===== src/design/sensor_node_pair_ack_retry_assert.svh =====
`ifndef SENSOR_NODE_PAIR_ACK_RETRY_ASSERT_SVH
`define SENSOR_NODE_PAIR_ACK_RETRY_ASSERT_SVH

// check an expression at every clock edge outside reset
`define SNPAR_ASSERT_ALWAYS(label, clk, rst_n, expr, msg) \
    label: assert property (@(posedge clk) disable iff (!rst_n) (expr)) else $error(msg);

// check a consequence in the cycle after its cause
`define SNPAR_ASSERT_NEXT(label, clk, rst_n, ante, cons, msg) \
    label: assert property (@(posedge clk) disable iff (!rst_n) (ante) |=> (cons)) \
        else $error(msg);

`endif


===== src/design/snpar_pkg.sv =====
package snpar_pkg;

    localparam int TIME_BITS_DEFAULT = 32;
    localparam int SEQ_BITS_DEFAULT  = 8;

    localparam int ADDR_BITS = 6;
    localparam int DATA_BITS = 64;

    localparam logic [2:0] REG_OWN_ADDRESS        = 3'd0;
    localparam logic [2:0] REG_PAIR_INTERVAL      = 3'd1;
    localparam logic [2:0] REG_HEARTBEAT_INTERVAL = 3'd2;
    localparam logic [2:0] REG_REPORT_INTERVAL    = 3'd3;
    localparam logic [2:0] REG_PAIR_ATTEMPT_LIMIT = 3'd4;
    localparam logic [2:0] REG_FAIL_NOTICE_ENABLE = 3'd5;

    localparam logic [31:0] PAIR_INTERVAL_RESET      = 32'd5000;
    localparam logic [31:0] HEARTBEAT_INTERVAL_RESET = 32'd60000;
    localparam logic [31:0] REPORT_INTERVAL_RESET    = 32'd60000;
    localparam logic [7:0]  PAIR_ATTEMPT_LIMIT_RESET = 8'd20;

    localparam int         ACK_WAIT_MS  = 300;
    localparam int         RETRY_GAP_MS = 50;
    localparam logic [1:0] TRY_COUNT    = 2'd3;

    localparam int RES_DEPTH = 4;

    localparam logic [2:0] CMD_TICK      = 3'd0;
    localparam logic [2:0] CMD_START     = 3'd1;
    localparam logic [2:0] CMD_PAIR_RESP = 3'd2;
    localparam logic [2:0] CMD_ACK       = 3'd3;
    localparam logic [2:0] CMD_NAK       = 3'd4;
    localparam logic [2:0] CMD_REPAIR    = 3'd5;
    localparam logic [2:0] CMD_PUBLISH   = 3'd6;

    localparam logic [2:0] KIND_PAIR_REQ  = 3'd0;
    localparam logic [2:0] KIND_DATA      = 3'd1;
    localparam logic [2:0] KIND_HEARTBEAT = 3'd2;
    localparam logic [2:0] KIND_FAILED    = 3'd3;
    localparam logic [2:0] KIND_PAIRED    = 3'd4;

    typedef struct packed {
        logic [2:0]  cmd;
        logic [31:0] now_ms;
        logic [47:0] target_address;
        logic [7:0]  granted_slot;
        logic [7:0]  ack_sequence;
        logic        ack_denied;
        logic        nak_gateway_lost;
    } t_in_word;

    typedef struct packed {
        logic [2:0] emit_kind;
        logic [7:0] frame_sequence;
        logic [7:0] slot_number;
        logic       last_of_run;
    } t_out_word;

    typedef struct packed {
        logic [47:0] own_address;
        logic [31:0] pair_interval;
        logic [31:0] heartbeat_interval;
        logic [31:0] report_interval;
        logic [7:0]  pair_attempt_limit;
        logic        fail_notice_enable;
    } t_cfg;

    typedef struct packed {
        logic [1:0]            count;
        t_out_word [1:0]       word;
    } t_push;

    function automatic t_out_word make_word(logic [2:0] kind, logic [7:0] seq,
                                            logic [7:0] slot);
        t_out_word w;
        w.emit_kind      = kind;
        w.frame_sequence = seq;
        w.slot_number    = slot;
        w.last_of_run    = 1'b0;
        return w;
    endfunction

endpackage


===== src/design/sensor_node_pair_ack_retry.sv =====
// Node link controller for pairing and acknowledged sensor reports. Decoded
// events enter on the input channel; each is registered on acceptance and
// evaluated from that register once the result buffer has room, so one
// event is accepted every cycle while the input does not stall. An event
// causes zero, one or two result words; they pass through a four-word
// result buffer, and the input stalls only while fewer than two free places
// remain there. Registers sit at byte address 8*index on the 64-bit
// configuration port; the user must write them only while no event is in
// flight, and the block itself does not enforce this.
module sensor_node_pair_ack_retry #(
    parameter int TIME_BITS = snpar_pkg::TIME_BITS_DEFAULT,
    parameter int SEQ_BITS  = snpar_pkg::SEQ_BITS_DEFAULT
) (
    input  logic                            i_clk,
    input  logic                            i_rst_n,
    input  logic                            psel,
    input  logic                            penable,
    input  logic                            pwrite,
    input  logic [snpar_pkg::ADDR_BITS-1:0] paddr,
    input  logic [snpar_pkg::DATA_BITS-1:0] pwdata,
    output logic [snpar_pkg::DATA_BITS-1:0] prdata,
    output logic                            pready,
    input  logic                            i_in_valid,
    output logic                            o_in_stall,
    input  snpar_pkg::t_in_word             i_in_word,
    output logic                            o_out_valid,
    input  logic                            i_out_stall,
    output snpar_pkg::t_out_word            o_out_word
);

    snpar_pkg::t_cfg  cfg;
    snpar_pkg::t_push push;
    logic             room;

    snpar_cfg_regs u_cfg (
        .i_clk   (i_clk),
        .i_rst_n (i_rst_n),
        .psel    (psel),
        .penable (penable),
        .pwrite  (pwrite),
        .paddr   (paddr),
        .pwdata  (pwdata),
        .prdata  (prdata),
        .pready  (pready),
        .o_cfg   (cfg)
    );

    snpar_link_core #(
        .TIME_BITS (TIME_BITS),
        .SEQ_BITS  (SEQ_BITS)
    ) u_core (
        .i_clk      (i_clk),
        .i_rst_n    (i_rst_n),
        .i_cfg      (cfg),
        .i_in_valid (i_in_valid),
        .o_in_stall (o_in_stall),
        .i_in_word  (i_in_word),
        .i_room     (room),
        .o_push     (push)
    );

    snpar_result_fifo u_fifo (
        .i_clk       (i_clk),
        .i_rst_n     (i_rst_n),
        .i_push      (push),
        .o_room      (room),
        .o_out_valid (o_out_valid),
        .i_out_stall (i_out_stall),
        .o_out_word  (o_out_word)
    );

endmodule


===== src/design/snpar_cfg_regs.sv =====
module snpar_cfg_regs (
    input  logic                           i_clk,
    input  logic                           i_rst_n,
    input  logic                           psel,
    input  logic                           penable,
    input  logic                           pwrite,
    input  logic [snpar_pkg::ADDR_BITS-1:0] paddr,
    input  logic [snpar_pkg::DATA_BITS-1:0] pwdata,
    output logic [snpar_pkg::DATA_BITS-1:0] prdata,
    output logic                           pready,
    output snpar_pkg::t_cfg                o_cfg
);

    snpar_pkg::t_cfg r_cfg;
    logic [2:0]      reg_idx;
    logic            wr_en;

    assign reg_idx = paddr[snpar_pkg::ADDR_BITS-1:3];
    assign wr_en   = psel && penable && pwrite;
    assign pready  = 1'b1;
    assign o_cfg   = r_cfg;

    always_ff @(posedge i_clk) begin
        if (!i_rst_n) begin
            r_cfg.own_address        <= '0;
            r_cfg.pair_interval      <= snpar_pkg::PAIR_INTERVAL_RESET;
            r_cfg.heartbeat_interval <= snpar_pkg::HEARTBEAT_INTERVAL_RESET;
            r_cfg.report_interval    <= snpar_pkg::REPORT_INTERVAL_RESET;
            r_cfg.pair_attempt_limit <= snpar_pkg::PAIR_ATTEMPT_LIMIT_RESET;
            r_cfg.fail_notice_enable <= 1'b1;
        end else if (wr_en) begin
            unique case (reg_idx)
                snpar_pkg::REG_OWN_ADDRESS:        r_cfg.own_address <= pwdata[47:0];
                snpar_pkg::REG_PAIR_INTERVAL:      r_cfg.pair_interval <= pwdata[31:0];
                snpar_pkg::REG_HEARTBEAT_INTERVAL: r_cfg.heartbeat_interval <= pwdata[31:0];
                snpar_pkg::REG_REPORT_INTERVAL:    r_cfg.report_interval <= pwdata[31:0];
                snpar_pkg::REG_PAIR_ATTEMPT_LIMIT: r_cfg.pair_attempt_limit <= pwdata[7:0];
                snpar_pkg::REG_FAIL_NOTICE_ENABLE: r_cfg.fail_notice_enable <= pwdata[0];
                default: ;
            endcase
        end
    end

    always_comb begin
        unique case (reg_idx)
            snpar_pkg::REG_OWN_ADDRESS:        prdata = {16'd0, r_cfg.own_address};
            snpar_pkg::REG_PAIR_INTERVAL:      prdata = {32'd0, r_cfg.pair_interval};
            snpar_pkg::REG_HEARTBEAT_INTERVAL: prdata = {32'd0, r_cfg.heartbeat_interval};
            snpar_pkg::REG_REPORT_INTERVAL:    prdata = {32'd0, r_cfg.report_interval};
            snpar_pkg::REG_PAIR_ATTEMPT_LIMIT: prdata = {56'd0, r_cfg.pair_attempt_limit};
            snpar_pkg::REG_FAIL_NOTICE_ENABLE: prdata = {63'd0, r_cfg.fail_notice_enable};
            default:                           prdata = '0;
        endcase
    end

endmodule


===== src/design/snpar_link_core.sv =====
module snpar_link_core #(
    parameter int TIME_BITS = snpar_pkg::TIME_BITS_DEFAULT,
    parameter int SEQ_BITS  = snpar_pkg::SEQ_BITS_DEFAULT
) (
    input  logic                i_clk,
    input  logic                i_rst_n,
    input  snpar_pkg::t_cfg     i_cfg,
    input  logic                i_in_valid,
    output logic                o_in_stall,
    input  snpar_pkg::t_in_word i_in_word,
    input  logic                i_room,
    output snpar_pkg::t_push    o_push
);

    localparam int TW = TIME_BITS;
    localparam int SW = SEQ_BITS;
    localparam int CW = (TIME_BITS > 32) ? TIME_BITS : 32;
    localparam int WW = (SEQ_BITS > 8) ? SEQ_BITS : 8;

    typedef enum logic [1:0] {
        PH_IDLE  = 2'd0,
        PH_WAIT  = 2'd1,
        PH_DELAY = 2'd2,
        PH_RWAIT = 2'd3
    } t_phase;

    logic                r_in_valid;
    snpar_pkg::t_in_word r_in;

    logic          r_running,   n_running;
    logic          r_paired,    n_paired;
    logic [7:0]    r_attempt,   n_attempt;
    logic [SW-1:0] r_next_seq,  n_next_seq;
    logic [SW-1:0] r_awaited,   n_awaited;
    logic [7:0]    r_slot,      n_slot;
    t_phase        r_phase,     n_phase;
    logic [1:0]    r_tries,     n_tries;
    logic          r_ack_seen,  n_ack_seen;
    logic [TW-1:0] r_last_pair, n_last_pair;
    logic [TW-1:0] r_last_hb,   n_last_hb;
    logic [TW-1:0] r_last_rep,  n_last_rep;
    logic [TW-1:0] r_deadline,  n_deadline;
    logic [TW-1:0] r_retry,     n_retry;

    logic             fire;
    logic [CW-1:0]    now_w;
    logic [TW-1:0]    now_t;
    logic [TW-1:0]    d_pair, d_hb, d_rep;
    logic             pair_due, hb_due, rep_due;
    logic [SW-1:0]    seq1;
    logic [1:0]       tries_dec;
    snpar_pkg::t_push push;

    function automatic logic [7:0] seq8(logic [SW-1:0] s);
        logic [WW-1:0] w;
        w = WW'(s);
        return w[7:0];
    endfunction

    assign fire       = r_in_valid && i_room;
    assign o_in_stall = r_in_valid && !i_room;
    assign o_push     = push;

    assign now_w    = CW'(r_in.now_ms);
    assign now_t    = now_w[TW-1:0];
    assign d_pair   = now_t - r_last_pair;
    assign d_hb     = now_t - r_last_hb;
    assign d_rep    = now_t - r_last_rep;
    assign pair_due = CW'(d_pair) >= CW'(i_cfg.pair_interval);
    assign hb_due   = CW'(d_hb) >= CW'(i_cfg.heartbeat_interval);
    assign rep_due  = CW'(d_rep) >= CW'(i_cfg.report_interval);
    assign seq1     = r_next_seq + SW'(1);
    assign tries_dec = r_tries - 2'd1;

    always_comb begin
        n_running   = r_running;
        n_paired    = r_paired;
        n_attempt   = r_attempt;
        n_next_seq  = r_next_seq;
        n_awaited   = r_awaited;
        n_slot      = r_slot;
        n_phase     = r_phase;
        n_tries     = r_tries;
        n_ack_seen  = r_ack_seen;
        n_last_pair = r_last_pair;
        n_last_hb   = r_last_hb;
        n_last_rep  = r_last_rep;
        n_deadline  = r_deadline;
        n_retry     = r_retry;
        push        = '0;

        if (fire) begin
            unique case (r_in.cmd)
                snpar_pkg::CMD_TICK: begin
                    if (r_running && !r_paired) begin
                        if (pair_due && (r_attempt < i_cfg.pair_attempt_limit)) begin
                            n_last_pair   = now_t;
                            n_attempt     = r_attempt + 8'd1;
                            n_next_seq    = seq1;
                            push.count    = 2'd1;
                            push.word[0]  = snpar_pkg::make_word(snpar_pkg::KIND_PAIR_REQ,
                                                                 seq8(r_next_seq), 8'd0);
                        end else if ((r_attempt >= i_cfg.pair_attempt_limit) &&
                                     i_cfg.fail_notice_enable) begin
                            n_attempt    = 8'd0;
                            n_last_pair  = '0;
                            push.count   = 2'd1;
                            push.word[0] = snpar_pkg::make_word(snpar_pkg::KIND_FAILED,
                                                                8'd0, 8'd0);
                        end
                    end else if (r_running) begin
                        unique case (r_phase)
                            PH_IDLE: begin
                                if (rep_due) begin
                                    n_last_rep   = now_t;
                                    n_awaited    = r_next_seq;
                                    n_phase      = PH_WAIT;
                                    n_deadline   = now_t + TW'(snpar_pkg::ACK_WAIT_MS);
                                    n_tries      = snpar_pkg::TRY_COUNT;
                                    n_ack_seen   = 1'b0;
                                    push.word[0] = snpar_pkg::make_word(snpar_pkg::KIND_DATA,
                                                                        seq8(r_next_seq), 8'd0);
                                end
                                if (hb_due) begin
                                    n_last_hb = now_t;
                                    if (rep_due) begin
                                        push.word[1] = snpar_pkg::make_word(
                                            snpar_pkg::KIND_HEARTBEAT, seq8(seq1), 8'd0);
                                    end else begin
                                        push.word[0] = snpar_pkg::make_word(
                                            snpar_pkg::KIND_HEARTBEAT, seq8(r_next_seq), 8'd0);
                                    end
                                end
                                push.count = {1'b0, rep_due} + {1'b0, hb_due};
                                n_next_seq = r_next_seq + SW'(push.count);
                            end
                            PH_DELAY: begin
                                if (now_t >= r_retry) begin
                                    n_awaited    = r_next_seq;
                                    n_next_seq   = seq1;
                                    n_phase      = PH_RWAIT;
                                    n_deadline   = now_t + TW'(snpar_pkg::ACK_WAIT_MS);
                                    n_ack_seen   = 1'b0;
                                    push.count   = 2'd1;
                                    push.word[0] = snpar_pkg::make_word(snpar_pkg::KIND_DATA,
                                                                        seq8(r_next_seq), 8'd0);
                                end
                            end
                            PH_WAIT, PH_RWAIT: begin
                                if (r_ack_seen) begin
                                    n_phase = PH_IDLE;
                                end else if (now_t >= r_deadline) begin
                                    n_tries = tries_dec;
                                    if (tries_dec != 2'd0) begin
                                        n_phase = PH_DELAY;
                                        n_retry = now_t + TW'(snpar_pkg::RETRY_GAP_MS);
                                    end else begin
                                        n_paired    = 1'b0;
                                        n_attempt   = 8'd0;
                                        n_last_pair = '0;
                                        n_phase     = PH_IDLE;
                                    end
                                end
                            end
                        endcase
                    end
                end
                snpar_pkg::CMD_START: begin
                    n_running    = 1'b1;
                    n_paired     = 1'b0;
                    n_attempt    = 8'd0;
                    n_last_pair  = '0;
                    n_last_hb    = '0;
                    n_last_rep   = '0;
                    n_ack_seen   = 1'b0;
                    n_tries      = 2'd0;
                    n_next_seq   = SW'(1);
                    n_phase      = PH_IDLE;
                    push.count   = 2'd1;
                    push.word[0] = snpar_pkg::make_word(snpar_pkg::KIND_PAIR_REQ, 8'd0, 8'd0);
                end
                snpar_pkg::CMD_PAIR_RESP: begin
                    if (r_running && (r_in.target_address == i_cfg.own_address)) begin
                        n_paired     = 1'b1;
                        n_slot       = r_in.granted_slot;
                        n_attempt    = 8'd0;
                        n_last_rep   = '0;
                        push.count   = 2'd1;
                        push.word[0] = snpar_pkg::make_word(snpar_pkg::KIND_PAIRED, 8'd0,
                                                            r_in.granted_slot);
                    end
                end
                snpar_pkg::CMD_ACK: begin
                    if (r_running && (WW'(r_in.ack_sequence) == WW'(r_awaited))) begin
                        n_ack_seen = 1'b1;
                        if (r_in.ack_denied) begin
                            n_paired    = 1'b0;
                            n_attempt   = 8'd0;
                            n_last_pair = '0;
                            n_phase     = PH_IDLE;
                        end
                    end
                end
                snpar_pkg::CMD_NAK: begin
                    if (r_running && r_in.nak_gateway_lost) begin
                        n_paired    = 1'b0;
                        n_attempt   = 8'd0;
                        n_last_pair = '0;
                        n_phase     = PH_IDLE;
                    end
                end
                snpar_pkg::CMD_REPAIR: begin
                    n_paired    = 1'b0;
                    n_attempt   = 8'd0;
                    n_last_pair = '0;
                    n_phase     = PH_IDLE;
                end
                snpar_pkg::CMD_PUBLISH: begin
                    if (r_paired) begin
                        n_last_rep = '0;
                    end
                end
                default: ;
            endcase

            if (push.count == 2'd1) begin
                push.word[0].last_of_run = 1'b1;
            end else if (push.count == 2'd2) begin
                push.word[1].last_of_run = 1'b1;
            end
        end
    end

    always_ff @(posedge i_clk) begin
        if (!o_in_stall && i_in_valid) begin
            r_in <= i_in_word;
        end
    end

    always_ff @(posedge i_clk) begin
        if (!i_rst_n) begin
            r_in_valid  <= 1'b0;
            r_running   <= 1'b0;
            r_paired    <= 1'b0;
            r_attempt   <= '0;
            r_next_seq  <= '0;
            r_awaited   <= '0;
            r_slot      <= '0;
            r_phase     <= PH_IDLE;
            r_tries     <= '0;
            r_ack_seen  <= 1'b0;
            r_last_pair <= '0;
            r_last_hb   <= '0;
            r_last_rep  <= '0;
            r_deadline  <= '0;
            r_retry     <= '0;
        end else begin
            if (!o_in_stall) begin
                r_in_valid <= i_in_valid;
            end
            r_running   <= n_running;
            r_paired    <= n_paired;
            r_attempt   <= n_attempt;
            r_next_seq  <= n_next_seq;
            r_awaited   <= n_awaited;
            r_slot      <= n_slot;
            r_phase     <= n_phase;
            r_tries     <= n_tries;
            r_ack_seen  <= n_ack_seen;
            r_last_pair <= n_last_pair;
            r_last_hb   <= n_last_hb;
            r_last_rep  <= n_last_rep;
            r_deadline  <= n_deadline;
            r_retry     <= n_retry;
        end
    end

endmodule


===== src/design/snpar_result_fifo.sv =====
`include "sensor_node_pair_ack_retry_assert.svh"

module snpar_result_fifo (
    input  logic                 i_clk,
    input  logic                 i_rst_n,
    input  snpar_pkg::t_push     i_push,
    output logic                 o_room,
    output logic                 o_out_valid,
    input  logic                 i_out_stall,
    output snpar_pkg::t_out_word o_out_word
);

    localparam int DEPTH    = snpar_pkg::RES_DEPTH;
    localparam int PTR_BITS = $clog2(DEPTH);
    localparam int CNT_BITS = $clog2(DEPTH + 1);

    snpar_pkg::t_out_word r_mem [DEPTH];
    logic [PTR_BITS-1:0]  r_wr, r_rd;
    logic [CNT_BITS-1:0]  r_count;
    logic [PTR_BITS-1:0]  wr_next;
    logic                 pop;

    assign wr_next     = r_wr + PTR_BITS'(1);
    assign o_out_valid = r_count != '0;
    assign o_out_word  = r_mem[r_rd];
    assign pop         = o_out_valid && !i_out_stall;
    assign o_room      = r_count <= CNT_BITS'(DEPTH - 2);

    always_ff @(posedge i_clk) begin
        if (i_push.count != 2'd0) begin
            r_mem[r_wr] <= i_push.word[0];
        end
        if (i_push.count == 2'd2) begin
            r_mem[wr_next] <= i_push.word[1];
        end
    end

    always_ff @(posedge i_clk) begin
        if (!i_rst_n) begin
            r_wr    <= '0;
            r_rd    <= '0;
            r_count <= '0;
        end else begin
            r_wr    <= r_wr + PTR_BITS'(i_push.count);
            r_rd    <= r_rd + PTR_BITS'(pop);
            r_count <= r_count + CNT_BITS'(i_push.count) - CNT_BITS'(pop);
        end
    end

    `SNPAR_ASSERT_ALWAYS(a_count_bound, i_clk, i_rst_n, r_count <= CNT_BITS'(DEPTH), "result buffer overflow")
    `SNPAR_ASSERT_ALWAYS(a_push_room, i_clk, i_rst_n, (i_push.count == 2'd0) || o_room, "push without room")
    `SNPAR_ASSERT_ALWAYS(a_last_mark, i_clk, i_rst_n, (i_push.count != 2'd2) || (i_push.word[1].last_of_run && !i_push.word[0].last_of_run), "run end mark misplaced")
    `SNPAR_ASSERT_NEXT(a_pop_drain, i_clk, i_rst_n, pop && (i_push.count == 2'd0), r_count == $past(r_count) - 1'b1, "pop did not drain")

endmodule


===== config.mk =====
export PLATFORM = sky130hd
export DESIGN_NAME = sensor_node_pair_ack_retry
export DESIGN_NICKNAME = d
export VERILOG_FILES = /design/src/design/snpar_pkg.sv /design/src/design/sensor_node_pair_ack_retry.sv /design/src/design/snpar_cfg_regs.sv /design/src/design/snpar_link_core.sv /design/src/design/snpar_result_fifo.sv
export VERILOG_INCLUDE_DIRS = /design/src /design/src/design
export SDC_FILE = /design/constraint.sdc
export NUM_CORES = 2
export LEC_CHECK = 0
export BUFFER_PORTS_ARGS = -buffer_cell sky130_fd_sc_hd__buf_2
export CAP_MARGIN = 20
export CORE_UTILIZATION = 25
export DETAILED_ROUTE_END_ITERATION = 8
export MAX_ROUTING_LAYER = met4
export PLACE_DENSITY_LB_ADDON = 0.05
export SLEW_MARGIN = 10
export SYNTH_ARGS = -nofsm -noshare
export SYNTH_HDL_FRONTEND = slang
export SYNTH_SLANG_ARGS = --single-unit

===== constraint.sdc =====
create_clock -name i_clk -period 8.2 [get_ports i_clk]
set_input_delay 1.64 -clock i_clk [delete_from_list [all_inputs] [get_ports i_clk]]
set_output_delay 1.64 -clock i_clk [all_outputs]
set_load 0.01 [all_outputs]

==> impl_metrics.json <==
{
  "num_vias": 27400,
  "min_to": "u_fifo.r_mem[1][19]",
  "gp_congestion": 0.810,
  "cts_hold_buf": 0,
  "layout_min_cycle_time_ps": 7370,
  "clk_latency_ps": 670,
  "hold_viol_final": 0,
  "yosysUniqueCellTypes": 84,
  "synth_ff_type": "dfxtp_1",
  "cts_resized": 0,
  "async_reset_ff_share_pct": 0,
  "grtUsageTotal_pct": 18.6,
  "worstSetupPathType": "flop to flop",
  "fillers": 14000,
  "clk_pin_slew_ps": 60,
  "grt_pass1_wl_um": 180000,
  "grt_max_degree": 142,
  "core_area_um2": 129000,
  "wire_per_inst_um": 20.8,
  "seqPwrFrac_pct": 37.3,
  "place_ws_ps": 871,
  "synth_top_area_share_pct": 24.1,
  "via_per_inst": 4.72,
  "crit_fanout": 6,
  "regToRegSetupSlack_ps": 830,
  "port_buffers": 228,
  "yosys-top-cells-area": "dfxtp_1 24%, edfxtp_1 13%, ha_1 11%",
  "final_cell_mix": "518 x nand2_1, 392 x dfxtp_1, 325 x inv_1",
  "cts_made_buffers": 75,
  "p_sw_share_pct": 29.9,
  "netSwitchingPower_w": 0.00228,
  "max_stage_delay_ps": 510,
  "ys_seq_area_share_pct": 37.1,
  "finalSetupTns_ps": 0,
  "postCtsSetupRepairBufs": 0,
  "fp-row-count": 132,
  "cts_sinks": 533,
  "syn2layout_area_growth_pct": 18.5,
  "setup_ws_ps": 828,
  "die_area_um2": 132000,
  "critPathSlowestCell": "a221o_1",
  "ys_seq_elements": 533,
  "finalSetupViolations": 0,
  "synthCells": 3768,
  "fin_crit_sh_pct": 89.9,
  "crit_arrival_ps": 7880,
  "fin_area_um2": 38600,
  "end_kind": "flop",
  "slew_violations": 0,
  "maxCapViolations": 0,
  "synth-edff-count": 141,
  "outcome": "finished clean",
  "dp_hpwl_um": 91300,
  "hp-class": "flop to flop",
  "crit_path_frequent_cell": "ha_1",
  "syn_avg_cell_area_um2": 8.65,
  "slew_headroom_pct": 26.1,
  "p_leak_nw": 14.8,
  "fmax_mhz": 136,
  "ir_drop_uv": 144,
  "worstMarginPinSlew_ps": 1100,
  "worstReg2RegEnd": "u_fifo.r_count[2]",
  "synth_area_um2": 32600,
  "antenna_found_initial": 1,
  "nets": 4458,
  "largest_reg_flops": 153,
  "dpl-instance-area_um2": 36100,
  "drive_above_1_share_pct": 12.8,
  "layout_commonest_cell": "nand2_1",
  "die_x_um": 363,
  "r2r_start": "u_core.now_t[0]",
  "grt_overflow_total": 0,
  "start_util_pct": 25.2,
  "detail_route.iter0.violations": 1625,
  "cts_max_level": 3,
  "power_frac_comb_pct": 19.1,
  "detail-route-antenna-nets": 0,
  "cp.required_ps": 8700,
  "cts_tree": "done",
  "power_per_cell_area_nw_per_um2": 198,
  "rsz0062_at_grt": "no",
  "netlist.top_cell.by_area": "dfxtp_1",
  "root_buffer": "clkbuf_16",
  "post-route-drc-count": 0,
  "start_kind": "flop",
  "clockPowerShare_pct": 43.6,
  "die_y_um": 363,
  "finalWirelength_um": 121000,
  "clock_skew_ps": 36.3,
  "yosysWarnings": 0,
  "drtPass1Iterations": 5,
  "io_pins": 265,
  "p_int_w": 0.00535,
  "whs_path_depth": 1,
  "reg2reg_depth": 32,
  "grt_pass1_vias": 27300,
  "clk_path_buf_depth": 3,
  "hold_start": "u_fifo.r_mem[1][19]"
}
-- synth_stat cells (74+ instances only) --
cell type and n:
nand2_1 519, dfxtp_1 392, inv_1 326, ha_1 276
a21oi_1 264, nor2_1 242, mux2i_1 160, clkbuf_1 148
edfxtp_1 141, xnor2_1 133, o21ai_0 120, nand3_1 100
a21o_1 92, a211oi_1 74
-- per-layer routing --
layer	share of wire, %	GRT usage [%]	routed length [um]	vias up
met5	0	-	0	-
met4	1.7	3.80	2010	0
met3	3.2	2.25	3910	101
met2	48	30.7	58300	410
met1	47	24.4	56500	13100
li1	-	-	-	13800
-- how the worst max path moves through the flow --
| stage | depth (start not counted) | start | end | slack, ps |
|---|---|---|---|---|
| finish | 32 | u_core.now_t[0] | u_fifo.r_count[2] | 830 |
| global placement | 32 | u_core.now_t[0] | u_fifo.r_count[2] | 890 |
| detailed placement | 32 | u_core.now_t[0] | u_fifo.r_count[2] | 870 |
| floorplan | 1 | i_in_valid | u_core.now_t[0] | 1590 |
| global route | 31 | u_core.now_t[0] | u_fifo.r_count[2] | 340 |
| CTS | 32 | u_core.now_t[0] | u_fifo.r_count[2] | 820 |
-- area by class of cell --
| cell class | instances | area [um^2] | share of cell area (%) |
|---|---|---|---|
| inverter | 328 | 1240 | 3.21 |
| clock buffer | 115 | 2210 | 5.73 |
| antenna | 4 | 10.0 | 0.0259 |
| tap | 1742 | 2180 | 5.64 |
| multi-input combinational | 2724 | 18600 | 48.1 |
| clock inverter | 23 | 264 | 0.684 |
| sequential | 533 | 12100 | 31.3 |
| timing repair buffer | 337 | 2070 | 5.37 |
-- worst max-delay path, delay by kind of cell (launching register included) --
family	cells	cell delay (ps)
xor+xnor	3	460
simple gates	3	360
compound gates	15	3750
flops	1	380
buf+inv	5	520
fa+ha+maj	6	1700
-- power groups by stage --
stage               combinational [W]  clock [W]  sequential [W]
finish                        0.00146    0.00333         0.00285
global route                  0.00164    0.00355         0.00286
CTS                           0.00149    0.00346         0.00285
detailed placement            0.00148          0         0.00291
global placement              0.00149          0         0.00291
floorplan                    0.000980          0         0.00289
-- per-stage QoR --
| step | total power [W] | util (%) | hold WS [ps] | cells |
|---|---|---|---|---|
| after floorplan | 0.00387 | - | 421 | 3783 |
| after global placement | 0.00439 | 27.9 | 440 | 5663 |
| after detailed placement | 0.00439 | 27.9 | 441 | 5664 |
| after CTS | 0.00780 | 29.8 | 455 | 5802 |
| after global routing | 0.00805 | 29.8 | 468 | 5803 |
| final | 0.00764 | 29.8 | 451 | 5806 |
-- cells by family after synthesis --
family                     Yosys count  synth area share, %
muxes                              182                 6.37
xor gates and xnor gates           189                 5.08
other                                2               0.0230
adders and majority gates          281                 10.9
DFF                                533                 37.1
buffers and inverters              526                 6.38
AOI/OAI and AO/OA                  871                 17.7
and+or+nand+nor                   1184                 16.5
No activity file was read; power rests on OpenSTA's default activity.
